===== src/sv/hrls_pkg.sv =====
// Shared types and constants for the HTTP response length scanner.
package hrls_pkg;

  localparam int unsigned NAME_LEN = 14;
  localparam int unsigned SKIP_LEN = 2;

  localparam logic [7:0] CH_CR   = 8'h0D;
  localparam logic [7:0] CH_LF   = 8'h0A;
  localparam logic [7:0] CH_ZERO = 8'h30;
  localparam logic [7:0] CH_NINE = 8'h39;

  // "Content-Length", first character at index 0
  localparam logic [7:0] FIELD_NAME [NAME_LEN] = '{
    8'h43, 8'h6F, 8'h6E, 8'h74, 8'h65, 8'h6E, 8'h74,
    8'h2D, 8'h4C, 8'h65, 8'h6E, 8'h67, 8'h74, 8'h68
  };

  typedef enum logic [1:0] {
    PH_NAME,
    PH_SKIP,
    PH_DIGITS,
    PH_TERM
  } phase_t;

  // one classified byte as it sits in the queue
  typedef struct packed {
    logic                last;
    logic                cr;
    logic                lf;
    logic                digit;
    logic [3:0]          digit_val;
    logic [NAME_LEN-1:0] name_hit;
  } class_t;

endpackage


===== src/sv/http_response_length_scanner.sv =====
// Top level of the HTTP response length scanner.
// Usage:
// - Slave stream: one response byte per word in s_tdata[7:0]; s_tlast marks the
//   last byte of a message. A word is taken when s_tvalid and s_tready are high.
// - Master stream: one word per message, m_tdata = total length (content length
//   plus header length, saturating), m_tuser[0] = Content-Length seen,
//   m_tuser[1] = header terminator seen.
// - Throughput: one byte per clock, sustained, across message boundaries, while the output is not stalled.
// - Result path: after the edge that takes the last byte, m_tvalid rises once it has
//   passed the queue write, the scanner step and two result stages.
// - Stall: while m_tvalid is high and m_tready low the output word holds and the
//   scanner stops; the byte queue (2**QUEUE_ADDR_BITS words) keeps filling and
//   s_tready falls only when it is full.
// - Reset (rst, synchronous): empties the queue, drops results in flight and
//   returns the scanner to the name search at byte 0. The scanner also clears
//   itself after each last byte.
module http_response_length_scanner #(
  parameter int unsigned LENGTH_BITS     = 32,
  parameter int unsigned QUEUE_ADDR_BITS = 2
) (
  input  logic        clk,
  input  logic        rst,
  input  logic        s_tvalid,
  output logic        s_tready,
  input  logic [7:0]  s_tdata,   // [7:0] data_byte
  input  logic        s_tlast,   // final_byte
  output logic        m_tvalid,
  input  logic        m_tready,
  output logic [31:0] m_tdata,   // [31:0] total_length
  output logic [1:0]  m_tuser    // [0] length_field_seen, [1] header_end_seen
);

  localparam int unsigned QW = $bits(hrls_pkg::class_t);

  logic             full;
  logic             push;
  hrls_pkg::class_t push_data;
  logic             q_valid;
  logic [QW-1:0]    q_raw;
  logic             q_pop;
  logic             seen_len;
  logic             seen_end;

  // classify bytes on the way in
  hrls_front u_front (
    .s_tvalid  (s_tvalid),
    .s_tready  (s_tready),
    .s_tdata   (s_tdata),
    .s_tlast   (s_tlast),
    .full      (full),
    .push      (push),
    .push_data (push_data)
  );

  // decouples the input from scanner and output stalls
  hrls_queue #(
    .WIDTH     (QW),
    .ADDR_BITS (QUEUE_ADDR_BITS)
  ) u_queue (
    .clk       (clk),
    .rst       (rst),
    .push      (push),
    .push_data (push_data),
    .full      (full),
    .out_valid (q_valid),
    .out_data  (q_raw),
    .pop       (q_pop)
  );

  hrls_back #(
    .LENGTH_BITS (LENGTH_BITS)
  ) u_back (
    .clk               (clk),
    .rst               (rst),
    .q_valid           (q_valid),
    .q_data            (hrls_pkg::class_t'(q_raw)),
    .q_pop             (q_pop),
    .out_valid         (m_tvalid),
    .out_ready         (m_tready),
    .total_length      (m_tdata),
    .length_field_seen (seen_len),
    .header_end_seen   (seen_end)
  );

  assign m_tuser = {seen_end, seen_len};

endmodule


===== src/sv/hrls_front.sv =====
// Input side: accepts bytes and classifies them for the scanner.
module hrls_front (
  input  logic              s_tvalid,
  output logic              s_tready,
  input  logic [7:0]        s_tdata,   // [7:0] data_byte
  input  logic              s_tlast,   // final_byte
  input  logic              full,
  output logic              push,
  output hrls_pkg::class_t  push_data
);

  logic [hrls_pkg::NAME_LEN-1:0] hit;

  for (genvar k = 0; k < hrls_pkg::NAME_LEN; k++) begin : g_hit
    assign hit[k] = (s_tdata == hrls_pkg::FIELD_NAME[k]);
  end

  assign s_tready = !full;
  assign push     = s_tvalid && !full;

  always_comb begin
    push_data           = '0;
    push_data.last      = s_tlast;
    push_data.cr        = (s_tdata == hrls_pkg::CH_CR);
    push_data.lf        = (s_tdata == hrls_pkg::CH_LF);
    push_data.digit     = (s_tdata >= hrls_pkg::CH_ZERO) && (s_tdata <= hrls_pkg::CH_NINE);
    // ASCII digits carry their value in the low nibble
    push_data.digit_val = s_tdata[3:0];
    push_data.name_hit  = hit;
  end

endmodule


===== src/sv/hrls_queue.sv =====
// Small register FIFO between the classifier and the scanner.
module hrls_queue #(
  parameter int unsigned WIDTH     = 22,
  parameter int unsigned ADDR_BITS = 2
) (
  input  logic             clk,
  input  logic             rst,
  input  logic             push,
  input  logic [WIDTH-1:0] push_data,
  output logic             full,
  output logic             out_valid,
  output logic [WIDTH-1:0] out_data,
  input  logic             pop
);

  localparam int unsigned DEPTH = 1 << ADDR_BITS;

  logic [WIDTH-1:0]     mem [DEPTH];
  logic [ADDR_BITS-1:0] wr_ptr;
  logic [ADDR_BITS-1:0] rd_ptr;
  logic [ADDR_BITS:0]   count;
  logic                 do_push;
  logic                 do_pop;

  assign full      = (count == (ADDR_BITS+1)'(DEPTH));
  assign out_valid = (count != '0);
  assign out_data  = mem[rd_ptr];
  assign do_push   = push && !full;
  assign do_pop    = pop && out_valid;

  always_ff @(posedge clk) begin
    if (do_push) begin
      mem[wr_ptr] <= push_data;
    end
  end

  always_ff @(posedge clk) begin
    if (rst) begin
      wr_ptr <= '0;
      rd_ptr <= '0;
      count  <= '0;
    end else begin
      if (do_push) begin
        wr_ptr <= wr_ptr + 1'b1;
      end
      if (do_pop) begin
        rd_ptr <= rd_ptr + 1'b1;
      end
      if (do_push && !do_pop) begin
        count <= count + 1'b1;
      end else if (do_pop && !do_push) begin
        count <= count - 1'b1;
      end
    end
  end

endmodule


===== src/sv/hrls_back.sv =====
// Scanner: field name, length digits and header terminator, plus result pipeline.
module hrls_back #(
  parameter int unsigned LENGTH_BITS = 32
) (
  input  logic             clk,
  input  logic             rst,
  input  logic             q_valid,
  input  hrls_pkg::class_t q_data,
  output logic             q_pop,
  output logic             out_valid,
  input  logic             out_ready,
  output logic [31:0]      total_length,
  output logic             length_field_seen,
  output logic             header_end_seen
);

  localparam int unsigned L = LENGTH_BITS;
  localparam logic [L-1:0] LMAX = '1;

  typedef struct packed {
    logic         found;
    logic [2:0]   cnt;
    logic [L-1:0] pend;
    logic [L-1:0] start;
  } term_t;

  // one byte of the CR LF CR LF search; a full match waits for a byte that is not CR
  function automatic term_t term_feed(term_t t, logic cr, logic lf, logic [L-1:0] pos);
    term_t r;
    r = t;
    if (!t.found) begin
      if (t.cnt == 3'd4) begin
        if (!cr) begin
          r.found = 1'b1;
          r.start = t.pend;
          r.cnt   = 3'd0;
        end else begin
          r.cnt = 3'd3;
        end
      end else begin
        case (t.cnt)
          3'd0:    r.cnt = cr ? 3'd1 : 3'd0;
          3'd1:    r.cnt = lf ? 3'd2 : (cr ? 3'd1 : 3'd0);
          3'd2:    r.cnt = cr ? 3'd3 : 3'd0;
          default: r.cnt = lf ? 3'd4 : (cr ? 3'd1 : 3'd0);
        endcase
        if (r.cnt == 3'd4) begin
          r.pend = pos - L'(3);
        end
      end
    end
    return r;
  endfunction

  hrls_pkg::phase_t phase, phase_next;
  logic [3:0]       name_cnt, name_cnt_next;
  logic [1:0]       skip_cnt, skip_cnt_next;
  logic [L-1:0]     cv, cv_next;
  logic [L-1:0]     pos, pos_next;
  term_t            term, term_next;
  term_t            term_fed;
  logic [L+3:0]     digit_full;
  logic             fin_found;
  logic [L-1:0]     fin_start;

  // result pipeline
  logic             stall;
  logic             s1_valid, s2_valid;
  logic [L-1:0]     s1_cv, s1_start, s2_cv;
  logic             s1_found, s1_seen, s2_found, s2_seen;
  logic [L:0]       s2_off;
  logic [L+1:0]     sum;
  logic [L-1:0]     sat;
  logic [L+31:0]    sat_ext;

  assign stall = out_valid && !out_ready;
  assign q_pop = q_valid && !stall;

  always_comb begin
    phase_next    = phase;
    name_cnt_next = name_cnt;
    skip_cnt_next = skip_cnt;
    cv_next       = cv;
    term_next     = term;
    term_fed      = term_feed(term, q_data.cr, q_data.lf, pos);
    digit_full    = ({4'b0, cv} << 3) + ({4'b0, cv} << 1) + (L+4)'(q_data.digit_val);
    unique case (phase)
      hrls_pkg::PH_NAME: begin
        term_next = term_fed;
        if (q_data.name_hit[name_cnt]) begin
          name_cnt_next = name_cnt + 4'd1;
        end else begin
          name_cnt_next = {3'b0, q_data.name_hit[0]};
        end
        if (name_cnt_next == 4'(hrls_pkg::NAME_LEN)) begin
          phase_next    = hrls_pkg::PH_SKIP;
          skip_cnt_next = '0;
          cv_next       = '0;
          term_next     = '0;
        end
      end
      hrls_pkg::PH_SKIP: begin
        skip_cnt_next = skip_cnt + 2'd1;
        if (skip_cnt_next >= 2'(hrls_pkg::SKIP_LEN)) begin
          phase_next = hrls_pkg::PH_DIGITS;
        end
      end
      hrls_pkg::PH_DIGITS: begin
        if (q_data.digit) begin
          cv_next = (digit_full[L+3:L] != '0) ? LMAX : digit_full[L-1:0];
        end else begin
          phase_next = hrls_pkg::PH_TERM;
          term_next  = term_feed('0, q_data.cr, q_data.lf, pos);
        end
      end
      hrls_pkg::PH_TERM: begin
        term_next = term_fed;
      end
      default: begin
        phase_next = hrls_pkg::PH_NAME;
      end
    endcase
    pos_next  = (pos == LMAX) ? pos : pos + L'(1);
    // a full match still pending at the last byte qualifies
    fin_found = term_next.found || (term_next.cnt == 3'd4);
    fin_start = term_next.found ? term_next.start : term_next.pend;
  end

  always_ff @(posedge clk) begin
    if (rst) begin
      phase    <= hrls_pkg::PH_NAME;
      name_cnt <= '0;
      skip_cnt <= '0;
      cv       <= '0;
      pos      <= '0;
      term     <= '0;
    end else if (q_pop) begin
      if (q_data.last) begin
        phase    <= hrls_pkg::PH_NAME;
        name_cnt <= '0;
        skip_cnt <= '0;
        cv       <= '0;
        pos      <= '0;
        term     <= '0;
      end else begin
        phase    <= phase_next;
        name_cnt <= name_cnt_next;
        skip_cnt <= skip_cnt_next;
        cv       <= cv_next;
        pos      <= pos_next;
        term     <= term_next;
      end
    end
  end

  // stage 1: capture the message totals at the last byte
  // stage 2: offset = terminator start + 4, or position + 2
  // stage 3: add content length and saturate into the output register
  assign sum     = {1'b0, s2_off} + {2'b0, s2_cv};
  assign sat     = (sum[L+1:L] != '0) ? LMAX : sum[L-1:0];
  assign sat_ext = {32'b0, sat};

  always_ff @(posedge clk) begin
    if (rst) begin
      s1_valid  <= 1'b0;
      s2_valid  <= 1'b0;
      out_valid <= 1'b0;
    end else if (!stall) begin
      s1_valid  <= q_pop && q_data.last;
      s2_valid  <= s1_valid;
      out_valid <= s2_valid;
    end
  end

  always_ff @(posedge clk) begin
    if (!stall) begin
      s1_cv             <= cv_next;
      s1_found          <= fin_found;
      s1_start          <= fin_found ? fin_start : pos;
      s1_seen           <= (phase_next != hrls_pkg::PH_NAME);
      s2_cv             <= s1_cv;
      s2_off            <= {1'b0, s1_start} + (s1_found ? (L+1)'(4) : (L+1)'(2));
      s2_found          <= s1_found;
      s2_seen           <= s1_seen;
      total_length      <= sat_ext[31:0];
      length_field_seen <= s2_seen;
      header_end_seen   <= s2_found;
    end
  end

endmodule


===== config.mk =====
export PLATFORM = sky130hd
export DESIGN_NAME = http_response_length_scanner
export DESIGN_NICKNAME = d
export VERILOG_FILES = /design/src/sv/hrls_pkg.sv /design/src/sv/http_response_length_scanner.sv /design/src/sv/hrls_front.sv /design/src/sv/hrls_queue.sv /design/src/sv/hrls_back.sv
export SDC_FILE = /design/constraint.sdc
export NUM_CORES = 1
export LEC_CHECK = 0
export BUFFER_PORTS_ARGS = -buffer_cell sky130_fd_sc_hd__buf_4
export CORE_ASPECT_RATIO = 0.9
export CORE_MARGIN = 2
export CORE_UTILIZATION = 33
export CTS_BUF_LIST = sky130_fd_sc_hd__clkbuf_16
export DETAILED_ROUTE_END_ITERATION = 7
export GPL_TIMING_DRIVEN = 0
export SLEW_MARGIN = 25
export SYNTH_ARGS = -nofsm -noshare
export SYNTH_HDL_FRONTEND = slang
export SYNTH_SLANG_ARGS = --single-unit
export TNS_END_PERCENT = 50

===== constraint.sdc =====
create_clock -name clk -period 7.3 [get_ports clk]
set_input_delay 2.19 -clock clk [delete_from_list [all_inputs] [get_ports clk]]
set_output_delay 2.19 -clock clk [all_outputs]
set_load 0.01 [all_outputs]

==> results.py <==
metrics = {
    "logic_synthesis": {
        "netlist_area_mm2": 0.0207,
        "synth_ff_type": "edfxtp_1",
        "syn_area_per_cell_um2": 10.3,
        "synth_seq_area_share": 0.489,
        "synth_top_area_cell": "edfxtp_1",
        "syn_inst": 2007,
        "async_flop_share": 0,
        "synth_top_area_share": 0.342,
        "syn-num-nets": 2129,
        "synthTopCellsByArea": "edfxtp_1 34%, dfxtp_1 15%, ha_1 6.3%, o21ai_0 3.5%, nand2_1 3.5%",
        "synth-seq-cells": 387,
        "synthDistinctLibCells": 81,
        "synth_edf_count": 235,
        "ys_warn_count": 0,
    },
    "global_route": {
        "grt_max_degree": 93,
        "track_usage": 0.169,
        "overflow": 0,
        "antenna_found_initial": 2,
        "grt_pass1_wl_um": 85900,
        "grt_pass1_vias": 15200,
    },
    "min_path": {
        "hold_class": "register to register",
        "hp-start": "u_back.s1_cv[2]$_DFFE_PN_",
        "hold_end": "u_back.s2_cv[2]$_DFFE_PN_",
        "hold_depth": 0,
    },
    "power_and_ir_drop": {
        "p_leak_nw": 9.25,
        "power_density_mw_per_mm2": 248,
        "ir_drop_mv": 0.200,
    },
    "finish": {
        "area_growth_pct": 12.8,
        "nets": 2219,
        "final_core_util": 0.379,
        "final_layout_size_suffix_gt1_frac": 0.0752,
    },
    "critical_path": {
        "critPathKind": "register to register",
        "cp_slowest_cell": "buf_1",
        "critPathArrivalTime_ps": 6070,
        "cp.required_ps": 7570,
        "max_stage_delay_ps": 550,
        "worstSetupEndpointType": "register",
        "worstPathCellList": "buf_2, buf_1, mux4_2, fa_1, ha_1, a211oi_1, o211ai_1, a211oi_1, o31ai_1, a41oi_1, xor2_1, and4_1, clkbuf_1, buf_2, a21oi_1, o22a_1",
        "critPathLaunchType": "register",
        "worstReg2RegEnd": "u_back.s1_cv[31]$_DFFE_PN_",
        "r2r_cells": 16,
        "path_buf_inv": 4,
        "r2r_slack_ps": 1500,
        "worstPathMaxFanout": 10,
        "cp_top_family": "compound AO/OA/AOI/OAI gates",
    },
    "cts": {
        "cts_tree": "built",
        "htree_levels": 2,
        "cts_sinks": 387,
        "cts_buffer_depth": 3,
        "root_buffer": "clkbuf_16",
        "cts_hold_buffers": 0,
        "cts_setup_buffers": 0,
        "post_cts_resized": 0,
        "worstSkewPairLatency_ps": 560,
        "clk_pin_slew_ps": 60,
        "numCtsBuffers": 40,
    },
    "drt": {
        "drc": 0,
        "drt_wl_total_um": 55100,
        "drt_iter0_drc": 1729,
        "avgRoutedWirePerCell_um": 18.6,
        "antenna_left": 0,
        "drt-met1-wl_um": 26000,
        "vias": 16100,
        "wl_met2_um": 23900,
        "viasPerCell": 5.42,
        "firstDrtPassIters": 5,
        "met3WireLength_um": 3880,
        "dr.max_layer_used": "met5",
    },
    "timing": {
        "fin_crit_sh": 0.794,
        "setup_viol": 0,
        "finalHoldViolCount": 0,
        "fin_skew_ps": 27.3,
        "tightest_slew_ps": 989,
        "timing.final.crit_period_ps": 5800,
        "slew_viol_final": 0,
        "hold_slack_ps": 407,
        "rsz0062_at_grt": "false",
        "max_freq_mhz": 173,
        "slew-limit-headroom": 0.341,
    },
    "die": {
        "die_area_mm2": 0.0646,
        "rows": 86,
        "core_region_area_mm2": 0.0615,
        "floorplan.io_pins": 49,
        "start_util": 0.336,
        "die_x_um": 268,
        "die_h_um": 241,
    },
    "status": {
        "status": "complete, no violations",
    },
    "flow_run": {
        "max_cap_viol_count": 0,
    },
    "place": {
        "hpwl_um": 40800,
        "port_buffers": 47,
        "gp_congestion": 0.885,
    },
}
-- logic make-up (layout without fill, tap and decap cells) --
family / count (synthesis) / count (layout) / share of synthesized area
AO/OA/AOI/OAI: 569 / 569 / 0.188
XOR/XNOR: 132 / 132 / 0.0560
adder cells (fa/ha/maj): 110 / 110 / 0.0683
buffers and inverters: 171 / 292 / 0.0347
flip-flops: 387 / 387 / 0.489
multiplexers: 33 / 33 / 0.0270
other: 0 / 1 / 0
AND/OR/NAND/NOR: 605 / 605 / 0.137
-- worst max-delay path by stage --
stage	startpoint	end	slack, ps	depth (start not counted)
6_report	register	u_back.s1_cv[31]$_DFFE_PN_	1500	16
5_1_grt	register	u_back.s1_cv[14]$_DFFE_PN_	1160	15
4_1_cts	register	u_back.s1_cv[10]$_DFFE_PN_	1490	15
3_5_place_dp	register	u_back.s1_cv[10]$_DFFE_PN_	1530	15
3_3_place_gp	m_tready	u_back.total_length[3]$_SDFFCE_PP1N_	-100	3
2_1_floorplan	m_tready	u_back.header_end_seen$_DFFE_PN_	1270	2
-- layout make-up --
| type | count | area, um2 |
|---|---|---|
| diodes | 1 | 2.50 |
| plain buffers | 119 | 522 |
| clock buffers | 41 | 1030 |
| clock inverters | 32 | 179 |
| fillers | 6070 | 38200 |
| inverters | 52 | 203 |
| multi-input cells | 1449 | 9840 |
| flip-flops and latches | 387 | 10100 |
| well taps | 836 | 1050 |
| repair buffers | 48 | 380 |
-- synthesized netlist by cell type (7+ instances only) --
library cell,instances
o211ai_1,9
mux2i_1,14
and2_1,11
xnor2_1,72
nand2_1,193
o21a_1,7
o21bai_1,9
nand2b_1,19
dfxtp_1,152
inv_1,50
mux4_2,18
a21o_1,27
a21oi_1,108
nor3_1,44
a211oi_1,30
a221o_1,28
o221ai_1,12
and4_1,7
edfxtp_1,235
clkbuf_1,91
nand3_1,34
xor2_1,60
nand3b_1,9
ha_1,104
nor2_1,176
buf_2,15
nor3b_1,7
and3_1,17
nor2b_1,20
o21ai_0,145
a31oi_1,10
or3_1,18
a22oi_1,55
nand4_1,19
a22o_1,63
nor4_1,14
-- worst register-to-register path, cell delays in order (launching register included) --
cell and delay (ps):
dfxtp_1 360, buf_2 290, buf_1 560, mux4_2 450, fa_1 480, ha_1 320
a211oi_1 340, o211ai_1 200, a211oi_1 470, o31ai_1 300, a41oi_1 340, xor2_1 210
and4_1 200, clkbuf_1 360, buf_2 300, a21oi_1 100, o22a_1 250
-- per-stage QoR --
stage	power, W	instance area (um2)	setup slack (ps)	std cells	TNS [ps]
detailed placement	0.00391	22100	1530	2891	0
global route	0.00606	23300	1160	2965	0
global placement	0.00389	22100	-105	2890	-15040
floorplan	0.00343	20700	1270	2007	0
CTS	0.00583	23300	1490	2964	0
finish	0.00579	23300	1500	2965	0
-- sequential cells by signal, indices dropped and copies added, names as in the netlist, 3 cells and up, named ones only --
signal,count
u_back.term,68
u_queue.mem,68
u_back.s2_off,33
u_back.cv,32
u_back.pos,32
u_back.s1_cv,32
u_back.s1_start,32
u_back.s2_cv,32
u_back.total_length,32
u_back.name_cnt,4
u_queue.count,3
-- layout by cell type (no fill, tap or decap), types with 14 or more instances in the layout --
master       n
nand4_1     19
clkbuf_1    91
nand3_1     34
a221o_1     28
mux2i_1     14
a21o_1      27
nor3_1      44
a22oi_1     55
buf_2       15
a22o_1      63
xor2_1      60
a21oi_1    108
ha_1       104
inv_1       55
mux4_2      18
edfxtp_1   235
nor4_1      14
buf_4       50
clkbuf_16   41
nand2_1    193
dfxtp_1    152
or3_1       18
o21ai_0    145
and3_1      17
nand2b_1    19
a211oi_1    30
xnor2_1     72
nor2_1     176
nor2b_1     20
-- per-layer routing --
layer	vias to the layer above	track usage
li1	7691	-
met1	7750	0.245
met2	552	0.260
met3	74	0.0281
met4	2	0.0462
met5	-	0
-- report_power, final --
part           internal [W]  switching (W)  leakage [nW]
logic              0.000414       0.000839          4.77
clock network       0.00106       0.000858         0.615
registers           0.00253      0.0000881          3.87
(Power assumes the default switching activity.)
